--- src/sv/tar_hcc_pkg.sv ---
// Package for the tar header checksum checker.
// Holds the payload types, status codes and octal parser phase codes.
// No dependencies; design files use scoped names, the testbench imports it.
`default_nettype none

package tar_hcc_pkg;

    // Header geometry.
    localparam int unsigned BlockBytes = 512;
    localparam int unsigned PosWidth   = $clog2(BlockBytes);
    localparam logic [PosWidth-1:0] LastPos = PosWidth'(BlockBytes - 1);
    localparam logic [PosWidth-1:0] CkFirst = PosWidth'(148);
    localparam logic [PosWidth-1:0] CkLast  = PosWidth'(148 + 8 - 1);

    // Field widths.
    localparam int unsigned ByteWidth = 8;
    localparam int unsigned SumWidth  = 17;
    localparam int unsigned CkWidth   = 24;

    // Byte value that the checksum field counts as, and that the parser skips.
    localparam logic [ByteWidth-1:0] SpaceByte = 8'h20;

    // Result status codes.
    localparam logic [1:0] StatusValid    = 2'd0;
    localparam logic [1:0] StatusEndOfArc = 2'd1;
    localparam logic [1:0] StatusLeadNul  = 2'd2;
    localparam logic [1:0] StatusMismatch = 2'd3;

    // Octal parser phases; the fourth code behaves as stopped.
    localparam logic [1:0] PhaseSkip   = 2'd0;
    localparam logic [1:0] PhaseDigits = 2'd1;
    localparam logic [1:0] PhaseStop   = 2'd2;

    // One header byte as held in the input register.
    typedef struct packed {
        logic [ByteWidth-1:0] header_byte;
        logic                 block_start;
    } byte_item_t;

    // One result item as held in the result register.
    typedef struct packed {
        logic [1:0]          status;
        logic [SumWidth-1:0] computed_sum;
        logic [CkWidth-1:0]  stored_checksum;
    } result_item_t;

endpackage

`default_nettype wire

--- src/sv/tar_hcc_byte_if.sv ---
// Stream interface for header bytes entering the checker.
// Carries valid, ready and the byte payload; depends on tar_hcc_pkg.
`default_nettype none

interface tar_hcc_byte_if;
    logic                                 valid;
    logic                                 ready;
    logic [tar_hcc_pkg::ByteWidth-1:0]    header_byte;
    logic                                 block_start;

    modport source (output valid, output header_byte, output block_start, input ready);
    modport sink   (input valid, input header_byte, input block_start, output ready);
    modport monitor (input valid, input ready, input header_byte, input block_start);
endinterface

`default_nettype wire

--- src/sv/tar_hcc_result_if.sv ---
// Stream interface for checksum results leaving the checker.
// Carries valid, ready and the result payload; depends on tar_hcc_pkg.
`default_nettype none

interface tar_hcc_result_if;
    logic                                valid;
    logic                                ready;
    logic [1:0]                          status;
    logic [tar_hcc_pkg::SumWidth-1:0]    computed_sum;
    logic [tar_hcc_pkg::CkWidth-1:0]     stored_checksum;

    modport source (output valid, output status, output computed_sum,
                    output stored_checksum, input ready);
    modport sink   (input valid, input status, input computed_sum,
                    input stored_checksum, output ready);
    modport monitor (input valid, input ready, input status, input computed_sum,
                     input stored_checksum);
endinterface

`default_nettype wire

--- src/sv/tar_hcc_in_stage.sv ---
// Input register of the checker: captures one byte per transfer.
// Depends on tar_hcc_pkg and tar_hcc_byte_if.
`default_nettype none

module tar_hcc_in_stage (
    input  wire logic                    clk,
    input  wire logic                    rst_n,
    tar_hcc_byte_if.sink                 hdr,
    input  wire logic                    adv,
    output tar_hcc_pkg::byte_item_t      item,
    output logic                         item_valid
);

    logic                    valid_reg;
    logic                    valid_next;
    tar_hcc_pkg::byte_item_t item_reg;

    // A new byte may enter when the register is empty or drains this cycle.
    assign hdr.ready = !valid_reg || adv;

    always_comb
    begin
        valid_next = valid_reg;
        if (hdr.ready)
        begin
            valid_next = hdr.valid;
        end
    end

    // Valid flag.
    always_ff @(posedge clk or negedge rst_n)
    begin
        if (!rst_n)
        begin
            valid_reg <= 1'b0;
        end
        else
        begin
            valid_reg <= valid_next;
        end
    end

    // Payload, loaded on every transfer.
    always_ff @(posedge clk)
    begin
        if (hdr.valid && hdr.ready)
        begin
            item_reg.header_byte <= hdr.header_byte;
            item_reg.block_start <= hdr.block_start;
        end
    end

    assign item       = item_reg;
    assign item_valid = valid_reg;

endmodule

`default_nettype wire

--- src/sv/tar_hcc_accum.sv ---
// Block state of the checker (position, sum, octal parser, NUL flags)
// and the result register filled after the last byte of a header.
// Depends on tar_hcc_pkg.
`default_nettype none

module tar_hcc_accum (
    input  wire logic                        clk,
    input  wire logic                        rst_n,
    input  wire tar_hcc_pkg::byte_item_t     item,
    input  wire logic                        item_valid,
    output logic                             adv,
    output tar_hcc_pkg::result_item_t        res,
    output logic                             res_valid,
    input  wire logic                        res_ready
);

    localparam int unsigned PW = tar_hcc_pkg::PosWidth;
    localparam int unsigned SW = tar_hcc_pkg::SumWidth;
    localparam int unsigned CW = tar_hcc_pkg::CkWidth;

    logic [PW-1:0] pos_reg, pos_next;
    logic [SW-1:0] sum_reg, sum_next;
    logic [CW-1:0] ck_reg, ck_next;
    logic [1:0]    phase_reg, phase_next;
    logic          fnul_reg, fnul_next;
    logic          azero_reg, azero_next;
    logic          out_valid_reg, out_valid_next;
    tar_hcc_pkg::result_item_t out_reg;
    tar_hcc_pkg::result_item_t out_next;

    // Block state as seen by this byte, after a start mark clears it.
    logic [PW-1:0] pos_eff;
    logic [SW-1:0] sum_eff;
    logic [CW-1:0] ck_eff;
    logic [1:0]    phase_eff;
    logic          fnul_eff;
    logic          azero_eff;

    // Values after this byte.
    logic [SW-1:0] sum_upd;
    logic [CW-1:0] ck_upd;
    logic [1:0]    phase_upd;
    logic          fnul_upd;
    logic          azero_upd;

    logic [7:0] b;
    logic       is_digit;
    logic       in_field;
    logic       is_last;
    logic       out_free;

    assign b         = item.header_byte;
    assign pos_eff   = item.block_start ? '0 : pos_reg;
    assign sum_eff   = item.block_start ? '0 : sum_reg;
    assign ck_eff    = item.block_start ? '0 : ck_reg;
    assign phase_eff = item.block_start ? tar_hcc_pkg::PhaseSkip : phase_reg;
    assign fnul_eff  = item.block_start ? 1'b0 : fnul_reg;
    assign azero_eff = item.block_start ? 1'b1 : azero_reg;

    assign is_digit = (b[7:3] == 5'b00110);
    assign in_field = (pos_eff >= tar_hcc_pkg::CkFirst) && (pos_eff <= tar_hcc_pkg::CkLast);
    assign is_last  = (pos_eff == tar_hcc_pkg::LastPos);

    // The result register can take a new result when empty or being read.
    assign out_free = !out_valid_reg || res_ready;
    assign adv      = item_valid && (!is_last || out_free);

    // Sum and NUL tracking; the checksum field counts as spaces.
    always_comb
    begin
        fnul_upd  = (pos_eff == '0) ? (b == 8'h00) : fnul_eff;
        azero_upd = azero_eff && (b == 8'h00);
        if (in_field)
        begin
            sum_upd = sum_eff + SW'(tar_hcc_pkg::SpaceByte);
        end
        else
        begin
            sum_upd = sum_eff + SW'(b);
        end
    end

    // Octal parse of the checksum field, one character per byte.
    always_comb
    begin
        ck_upd    = ck_eff;
        phase_upd = phase_eff;
        if (in_field)
        begin
            case (phase_eff)
                tar_hcc_pkg::PhaseSkip:
                begin
                    if (b == tar_hcc_pkg::SpaceByte)
                    begin
                        phase_upd = phase_eff;
                    end
                    else if (is_digit)
                    begin
                        ck_upd    = CW'(b[2:0]);
                        phase_upd = tar_hcc_pkg::PhaseDigits;
                    end
                    else
                    begin
                        phase_upd = tar_hcc_pkg::PhaseStop;
                    end
                end
                tar_hcc_pkg::PhaseDigits:
                begin
                    if (is_digit)
                    begin
                        ck_upd = {ck_eff[CW-4:0], b[2:0]};
                    end
                    else
                    begin
                        phase_upd = tar_hcc_pkg::PhaseStop;
                    end
                end
                default:
                begin
                    phase_upd = phase_eff;
                end
            endcase
        end
    end

    // Next block state and result register contents.
    always_comb
    begin
        pos_next       = pos_reg;
        sum_next       = sum_reg;
        ck_next        = ck_reg;
        phase_next     = phase_reg;
        fnul_next      = fnul_reg;
        azero_next     = azero_reg;
        out_valid_next = out_valid_reg && !res_ready;
        out_next       = out_reg;
        if (adv)
        begin
            if (is_last)
            begin
                pos_next       = '0;
                sum_next       = '0;
                ck_next        = '0;
                phase_next     = tar_hcc_pkg::PhaseSkip;
                fnul_next      = 1'b0;
                azero_next     = 1'b1;
                out_valid_next = 1'b1;
                if (azero_upd)
                begin
                    out_next.status = tar_hcc_pkg::StatusEndOfArc;
                end
                else if (fnul_upd)
                begin
                    out_next.status = tar_hcc_pkg::StatusLeadNul;
                end
                else if (ck_upd != CW'(sum_upd))
                begin
                    out_next.status = tar_hcc_pkg::StatusMismatch;
                end
                else
                begin
                    out_next.status = tar_hcc_pkg::StatusValid;
                end
                out_next.computed_sum    = sum_upd;
                out_next.stored_checksum = ck_upd;
            end
            else
            begin
                pos_next   = pos_eff + PW'(1);
                sum_next   = sum_upd;
                ck_next    = ck_upd;
                phase_next = phase_upd;
                fnul_next  = fnul_upd;
                azero_next = azero_upd;
            end
        end
    end

    // Control and block state registers.
    always_ff @(posedge clk or negedge rst_n)
    begin
        if (!rst_n)
        begin
            pos_reg       <= '0;
            sum_reg       <= '0;
            ck_reg        <= '0;
            phase_reg     <= tar_hcc_pkg::PhaseSkip;
            fnul_reg      <= 1'b0;
            azero_reg     <= 1'b1;
            out_valid_reg <= 1'b0;
        end
        else
        begin
            pos_reg       <= pos_next;
            sum_reg       <= sum_next;
            ck_reg        <= ck_next;
            phase_reg     <= phase_next;
            fnul_reg      <= fnul_next;
            azero_reg     <= azero_next;
            out_valid_reg <= out_valid_next;
        end
    end

    // Result payload register.
    always_ff @(posedge clk)
    begin
        out_reg <= out_next;
    end

    assign res       = out_reg;
    assign res_valid = out_valid_reg;

endmodule

`default_nettype wire

--- src/sv/tar_header_checksum_check_top.sv ---
// Tar header checksum checker: takes one header byte per transfer.
// The result register offers a result once byte 511 leaves the input register.
// One byte per cycle unless stalled; sum and octal update are combinational.
// A waiting result stalls input only when the next byte would end a block.
// Reset clears the position, sum, parser and the pending result at once.
// Depends on tar_hcc_pkg, tar_hcc_byte_if, tar_hcc_result_if and submodules.
`default_nettype none

module tar_header_checksum_check_top (
    input  wire logic         clk,
    input  wire logic         rst_n,
    tar_hcc_byte_if.sink      hdr,
    tar_hcc_result_if.source  result
);

    tar_hcc_pkg::byte_item_t   item;
    tar_hcc_pkg::result_item_t res;
    logic                      item_valid;
    logic                      adv;
    logic                      res_valid;

    // Input register.
    tar_hcc_in_stage u_in (
        .clk        (clk),
        .rst_n      (rst_n),
        .hdr        (hdr),
        .adv        (adv),
        .item       (item),
        .item_valid (item_valid)
    );

    // Block state and result register.
    tar_hcc_accum u_accum (
        .clk        (clk),
        .rst_n      (rst_n),
        .item       (item),
        .item_valid (item_valid),
        .adv        (adv),
        .res        (res),
        .res_valid  (res_valid),
        .res_ready  (result.ready)
    );

    // Drive the result channel.
    assign result.valid           = res_valid;
    assign result.status          = res.status;
    assign result.computed_sum    = res.computed_sum;
    assign result.stored_checksum = res.stored_checksum;

endmodule

`default_nettype wire

--- src/flat_wrapper.sv ---
// flat-port wrapper written by rule: the top's interface ports become plain ports
module tar_header_checksum_check_top_flat 
  (clk, rst_n, hdr_valid, hdr_header_byte, hdr_block_start, hdr_ready, result_valid, result_status, result_computed_sum, result_stored_checksum, result_ready);
  tar_hcc_byte_if hdr_i ();
  tar_hcc_result_if result_i ();
  input  wire logic clk;
  input  wire logic rst_n;
  input wire logic [$bits(hdr_i.valid)-1:0] hdr_valid;
  input wire logic [$bits(hdr_i.header_byte)-1:0] hdr_header_byte;
  input wire logic [$bits(hdr_i.block_start)-1:0] hdr_block_start;
  output wire logic [$bits(hdr_i.ready)-1:0] hdr_ready;
  output wire logic [$bits(result_i.valid)-1:0] result_valid;
  output wire logic [$bits(result_i.status)-1:0] result_status;
  output wire logic [$bits(result_i.computed_sum)-1:0] result_computed_sum;
  output wire logic [$bits(result_i.stored_checksum)-1:0] result_stored_checksum;
  input wire logic [$bits(result_i.ready)-1:0] result_ready;
  assign hdr_i.valid = hdr_valid;
  assign hdr_i.header_byte = hdr_header_byte;
  assign hdr_i.block_start = hdr_block_start;
  assign hdr_ready = hdr_i.ready;
  assign result_valid = result_i.valid;
  assign result_status = result_i.status;
  assign result_computed_sum = result_i.computed_sum;
  assign result_stored_checksum = result_i.stored_checksum;
  assign result_i.ready = result_ready;
  tar_header_checksum_check_top u_core (.clk(clk), .rst_n(rst_n), .hdr(hdr_i), .result(result_i));
endmodule
--- config.mk ---
export PLATFORM = sky130hd
export DESIGN_NAME = tar_header_checksum_check_top_flat
export DESIGN_NICKNAME = d
export VERILOG_FILES = /design/src/sv/tar_hcc_pkg.sv /design/src/sv/tar_hcc_byte_if.sv /design/src/sv/tar_hcc_result_if.sv /design/src/sv/tar_hcc_in_stage.sv /design/src/sv/tar_hcc_accum.sv /design/src/sv/tar_header_checksum_check_top.sv /design/src/flat_wrapper.sv
export SDC_FILE = /design/constraint.sdc
export NUM_CORES = 1
export LEC_CHECK = 0
export BUFFER_PORTS_ARGS = -buffer_cell sky130_fd_sc_hd__buf_2
export CAP_MARGIN = 20
export CORE_ASPECT_RATIO = 0.5
export CORE_UTILIZATION = 59
export DETAILED_ROUTE_END_ITERATION = 8
export PLACE_DENSITY_LB_ADDON = 0.08
export SLEW_MARGIN = 25
export SYNTH_ARGS = -nofsm -noshare
export SYNTH_HDL_FRONTEND = slang
export SYNTH_SLANG_ARGS = --single-unit
--- constraint.sdc ---
create_clock -name clk -period 4.81 [get_ports clk]
set_input_delay 0.962 -clock clk [delete_from_list [all_inputs] [get_ports clk]]
set_output_delay 0.962 -clock clk [all_outputs]
set_load 0.05 [all_outputs]
==> results of run 1 <==
## critical path, delay by kind of cell (launching register included)
| kind | cells | cell delay, ps |
|---|---|---|
| AND/OR/NAND/NOR | 4 | 1370 |
| AO/OA/AOI/OAI | 6 | 1100 |
| adder cells (fa/ha/maj) | 3 | 920 |
| flip-flops | 1 | 410 |
| buffers and inverters | 1 | 290 |
## routing by layer
layer | vias to the layer above | track usage | share of wire | wire, um
met4 | 3 | 0.0621 | 0.0076 | 104
met5 | - | 0.0383 | 0.0034 | 47
met2 | 205 | 0.417 | 0.41 | 5600
met3 | 13 | 0.0735 | 0.086 | 1180
met1 | 2203 | 0.449 | 0.49 | 6760
li1 | 2103 | - | - | -
## final cells by class
class                      instances  area share
sequential                       108       0.462
multi-input combinational        390       0.398
timing repair buffer              68      0.0574
clock buffer                      10      0.0373
tap                              135      0.0263
clock inverter                     6      0.0107
inverter                          14     0.00820
## worst max path at each step
stage / slack, ps / end / cells past startpoint / startpoint
after detailed placement: 500 / u_core.u_accum.res[42] / 14 / u_core.u_in.item[0]
after global placement: 710 / u_core.u_accum.res[42] / 14 / u_core.u_in.item[0]
after CTS: 480 / u_core.u_accum.res[42] / 14 / u_core.u_in.item[0]
after floorplan: 500 / u_core.u_accum.res[0] / 10 / u_core.u_in.item[0]
final: 430 / u_core.u_accum.res[42] / 14 / u_core.u_in.item[0]
after global routing: 200 / u_core.u_accum.res[42] / 14 / u_core.u_in.item[0]
## report_power, final
part           internal, W  total, W  switching, W  leakage, nW
registers          0.00102   0.00108     0.0000622         1.27
clock network     0.000381  0.000737      0.000357        0.147
logic             0.000178  0.000437      0.000260         1.25
total              0.00158   0.00226      0.000679         2.67
## per-stage QoR
| step | worst slack [ps] | utilization | cell area, um^2 | cells |
|---|---|---|---|---|
| 3_5_place_dp | 498 | 0.646 | 6100 | 715 |
| 6_report | 434 | 0.679 | 6410 | 731 |
| 2_1_floorplan | 500 | - | 5740 | 538 |
| 4_1_cts | 478 | 0.679 | 6410 | 731 |
| 3_3_place_gp | 709 | 0.646 | 6100 | 715 |
| 5_1_grt | 204 | 0.679 | 6410 | 731 |
## logic make-up (layout without fill, tap and decap cells)
logic type / after synthesis / in the layout / share of synthesized area
AND/OR/NAND/NOR: 192 / 192 / 0.172
multiplexers: 6 / 6 / 0.0109
AO/OA/AOI/OAI: 150 / 150 / 0.186
flip-flops: 108 / 108 / 0.516
adder cells (fa/ha/maj): 11 / 11 / 0.0248
buffers and inverters: 40 / 98 / 0.0416
XOR/XNOR: 31 / 31 / 0.0486
## cells in the final DEF (no fill, tap or decap), types with 5 or more instances in the layout
master     Yosys  routed
a21oi_1       24      24
a22o_1        42      42
a31oi_1        7       7
buf_2          4      57
buf_4          1      11
clkbuf_16      0       9
dfrtp_1       55      55
edfxtp_1      52      52
ha_1           9       9
inv_1         13      13
nand2_1       68      68
nand2b_1       5       5
nand3_1       19      19
nand4_1        6       6
nor2_1        29      27
nor2b_1       16      16
nor3_1        11      11
o211ai_1       5       5
o21ai_0       32      32
o31ai_1        8       8
xnor2_1       24      24
xor2_1         6       6
==> impl_results.md, run 1 <==
* Worst slew pin tran at roughly 750 ps
* R2r setup slk at around 430 ps
* Cells after synthesis at ~540
* Setup TNS at 0 ps
* Crit-path max cell delay at 540 ps
* Setup bufs post-CTS at 0
* Die extent in x at 142 um
* Critical path's slowest cell: or4_1
* Yosys warns at 0
* Top cells by count, synth: nand2_1 (68), dfrtp_1 (55), edfxtp_1 (52), a22o_1 (42), o21ai_0 (32)
* Hold path cells at 2
* Number of synthesized register bits at roughly 110
* Outcome: completed
* Final period utilization at 0.910
* Number of fill cells at approximately 750
* Max-cap violation count at 0
* Reg clk slew, reported paths at about 70 ps
* Final WL at around 14 mm
* Worst r2r dst: u_core.u_accum.res[42]
* Fin. Hold Viols at 0
* CTS tree: yes
* Overall power at ~0.0023 W
* Routability cong. at around 0.95
* Worst r2r src: u_core.u_in.item[0]
* Max Fclk at between 200 and 250 MHz
* CP Data Required Time at about 4900 ps
* Detailed placer's ending HPWL at just under 10 mm
* I/O Buffers at 57
* Clock buffer count from CTS at 9
* DR pass1 iterations at 5
* Relative slew slack at 0.498
* Vias/cell at 6.19
* Top_reg_cell synth: dfrtp_1
* GRT Total Usage at 0.294
* Num rows at 25
* Worst Skew at 6.23 ps
* Max VDD drop at between 0.2 and 0.25 mV
* Critical Path Sink Type: flip-flop
* Mapped cell area at 5740 um^2
* Cell with the most instances after synthesis: nand2_1
* CP Cell Sequence: buf_4 > nor2b_1 > ha_1 > fa_1 > a21oi_1 > maj3_1 > o211ai_1 > a21oi_1 > nand2_1 > a21oi_1 > a211oi_1 > or4_1 > nor4_1 > a31oi_1
* Maximum clock path buffer count at 2
* Setup CP Type: flip-flop to flip-flop
* R2R depth at 14
* Via count at approximately 4500
* CTS root buf: clkbuf_16
* CTS Hold Bufs at 0
* Yosys top cell area share at 0.272
* Post-cts sizing count at 0
* Top Ports at a little under 60
* Power Density at 352 nW/um^2
* Core area at ~9400 um^2
* Async SR Flop Fraction at 0.519
* H-tree depth at 3
* Grt total ovfl at 0
* Register area at between 2000 and 3000 um^2
* Clock Latency Late Sink at 360 ps
* Final net count at between 600 and 700
* Sequential share of the synthesized area at 0.516
* DRT antenna net count at 0
* Fin crit period at 4380 ps
* Initial cell density of the core at 0.608
* Data arrival time of the worst path at 4460 ps
* Post-synth EDFFs at between 50 and 60
* Worst Hold Endpoint: u_core.u_accum.fnul_reg
* HP Class: flip-flop to flip-flop
* Critical path's most frequent cell: a21oi_1
* First-pass GRT wire length at ~22 mm
* RSZ-0062 raised after global routing: false
* Initial antenna violation count at 0
* Die Ht at around 72 um
* DR WL/cell at 18.7 um
* Antenna Cells at 0
* Cell taking the most area after synthesis: edfxtp_1
* Area grow syn2layout at 11.6%
* Largest register FFs at between 40 and 50
* Library cells used by synthesis at 74
* DRT iter0 DRCs at roughly 350
* Startpoint Class: flip-flop
* Area contributors post-synth: edfxtp_1 (27%), dfrtp_1 (24%), a22o_1 (6.4%), nand2_1 (4.4%), xnor2_1 (3.7%)
* DRC at 0
* HP Start: u_core.u_accum.fnul_reg
* Slew Limit Fails at 0
* Syn_area_per_cell at between 10 and 15 um^2
* Leak at 2.67 nW
* Crit-path max FO at 23
* Post-Syn Nets at 561
* Vias in the first global route at 4078
* Multi-input gate area at ~2500 um^2
* Largest net degree at the start of global routing at between 50 and 60
* Hold slack at 491 ps
* Die area at 10200 um^2
* Share of layout cells above drive strength 1 at 0.190
* Final setup fails at 0
* TritonCTS Sinks at 108
(Power assumes the default switching activity.)
==> run 2, diff against run 1 <==
- GPL_TIMING_DRIVEN: unset -> 0
==> run 2 against run 1 <==
Routed wire length grew 11%. Worst setup slack lost 240 ps. Clock power shrank 2%. Utilization grew 1.4 points. Fmax shrank 5.2%. Die area is the same. Combinational power grew 14%. Design area grew 2.1%. Sequential cell count is the same. Clock-buffer cell count is the same. Worst hold slack lost 4.7 ps. Largest cell class unchanged.
==> impl_results.md, run 2 (synthesis gave the netlist of run 1 again) <==
* Relative slew slack at 0.461 (was 0.498)
* Worst Skew at 5.60 ps (was 6.23 ps)
* Power Density at 349 nW/um^2 (was 352 nW/um^2)
* Largest net degree at the start of global routing at 57 (unchanged)
* Final WL at 15.1 mm (was 13.7 mm)
* Crit-path max FO at 10 (was 23)
* Startpoint Class: flip-flop (unchanged)
* Pre-CTS setup slack at -44.6 ps (was 498 ps)
* Worst slew pin tran at 809 ps (was 754 ps)
* DRT antenna net count at 0 (unchanged)
* Num rows at 25 (unchanged)
* Data arrival time of the worst path at 4700 ps (was 4460 ps)
* Clock buffer count from CTS at 9 (unchanged)
* Fin crit period at 4620 ps (was 4380 ps)
* Crit path from: u_core.u_in.item[0] (unchanged)
* DR WL/cell at 20.3 um (was 18.7 um)
* Die extent in x at 142 um (unchanged)
* Most frequent cells in the layout: nand2_1 (67), buf_2 (60), dfrtp_1 (55) (was nand2_1 (68), buf_2 (57), dfrtp_1 (55))
* Area grow syn2layout at 14.0% (was 11.6%)
* CTS root buf: clkbuf_16 (unchanged)
* Commonest non-fill, non-tap cell in the layout: nand2_1 (unchanged)
* Initial antenna violation count at 0 (unchanged)
* Fin. Hold Viols at 0 (unchanged)
* Outcome: completed (unchanged)
* Share of layout cells above drive strength 1 at 0.199 (was 0.190)
* HP Class: flip-flop to flip-flop (unchanged)
* Setup CP Type: flip-flop to flip-flop (unchanged)
* CTS tree: yes (unchanged)
* First-pass GRT wire length at 24.0 mm (was 22.2 mm)
* Via count at 4684 (was 4527)
* Max Fclk at 217 MHz (was 229 MHz)
* Final net count at 630 (was 614)
* I/O Buffers at 57 (unchanged)
* Final setup fails at 0 (unchanged)
* DRC at 0 (unchanged)
* RSZ-0062 raised after global routing: false (unchanged)
* DR pass1 iterations at 5 (unchanged)
* Worst r2r src: u_core.u_in.item[0] (unchanged)
* Top Ports at 58 (unchanged)
* Overall power at 0.00229 W (was 0.00226 W)
* Routability cong. at 0.925 (was 0.946)
* Largest register FFs at 43 (unchanged)
* CP Data Required Time at 4900 ps (was 4890 ps)
* Maximum clock path buffer count at 2 (unchanged)
* DRT iter0 DRCs at 448 (was 345)
* Antenna Cells at 0 (unchanged)
* Critical Path Sink Type: flip-flop (unchanged)
* Detailed placer's ending HPWL at 11.0 mm (was 9.71 mm)
* H-tree depth at 3 (unchanged)
* Initial cell density of the core at 0.608 (unchanged)
* Final period utilization at 0.960 (was 0.910)
* Vias/cell at 6.27 (was 6.19)
* Setup ws final at 194 ps (was 434 ps)
* GRT Total Usage at 0.322 (was 0.294)
* Slew Limit Fails at 0 (unchanged)
* Leak at 2.73 nW (was 2.67 nW)
* Core area at 9450 um^2 (unchanged)
* TritonCTS Sinks at 108 (unchanged)
* Max VDD drop at 0.202 mV (was 0.211 mV)
* Clock Latency Late Sink at 360 ps (about the same)
* Max-cap violation count at 0 (unchanged)
* Reg clk slew, reported paths at 70 ps (about the same)
* Vias in the first global route at 4269 (was 4078)
* HP Start: u_core.u_accum.sum_reg[1] (was u_core.u_accum.fnul_reg)
* Die area at 10200 um^2 (unchanged)
* Die Ht at 71.8 um (unchanged)
* Grt total ovfl at 0 (unchanged)
==> run 2: cell count changes in the layout (fill, tap and decap cells not counted), sizes merged <==
| cell | previous run | this run |
|---|---|---|
| clkinvlp | 1 | 2 |
| clkinv | 4 | 3 |
| clkbuf | 10 | 21 |
| buf | 68 | 73 |
==> run 2: layout make-up <==
cell class | instances | area, um^2
inverters | 14 | 56.3
clock inverters | 6 | 57.6
multi-input cells | 390 | 2560
well taps | 135 | 169
clock buffers | 10 | 229
plain buffers | 25 | 183
fillers | 755 | 2900
repair buffers | 59 | 323
flip-flops and latches | 108 | 2960
==> run 2: critical path, stage by stage, from the launching register on <==
cell	delay, ps
edfxtp_1	550
buf_2	280
clkbuf_8	210
nor2b_1	260
ha_1	320
nand4b_1	190
nand4_1	320
buf_6	280
o211a_1	230
o21ai_0	170
nand3b_1	130
a2111oi_2	230
o2111ai_1	170
or4_1	480
nor4_2	360
a31oi_1	130
==> run 2: where the power goes <==
group          internal, W  switching, W  leakage [nW]
Combinational     0.000192      0.000308          1.32
Sequential         0.00102     0.0000433          1.27
Clock             0.000362      0.000362         0.138
==> run 2: metal layers <==
metal	global-route usage	vias to the layer above	share of wire
li1	-	2145	-
met1	0.478	2266	0.47
met2	0.455	251	0.41
met3	0.0943	22	0.11
met4	0.0992	0	0.016
met5	0	-	0
==> run 2: stage by stage <==
step	hold slack (ps)	TNS, ps	cell area [um^2]	utilization	cells
detailed placement	468	-57.6	6230	0.660	731
floorplan	442	0	5740	-	538
global route	528	0	6550	0.693	747
global placement	463	-42150	6200	0.656	730
CTS	485	0	6520	0.690	746
finish	486	0	6550	0.693	747
==> run 2: worst paths after layout <==
path                                        endpoint  slack (ps)  cells past startpoint
max                           u_core.u_accum.res[42]         190                     15
min                        u_core.u_accum.sum_reg[1]         490                      2
max reg2reg                   u_core.u_accum.res[42]         190                     15
min reg2reg                u_core.u_accum.sum_reg[1]         490                      2
max in group asynchronous  u_core.u_accum.ck_reg[15]        3640                      1
min in group asynchronous  u_core.u_accum.pos_reg[2]         660                      1
==> run 2: what timing repair did <==
action,CTS,global route
pin swaps,0,1
endpoints found under the setup margin,2,2
gates resized for setup,0,5
hold endpoints to repair,0,0
hold buffers,0,0
setup buffers,0,1
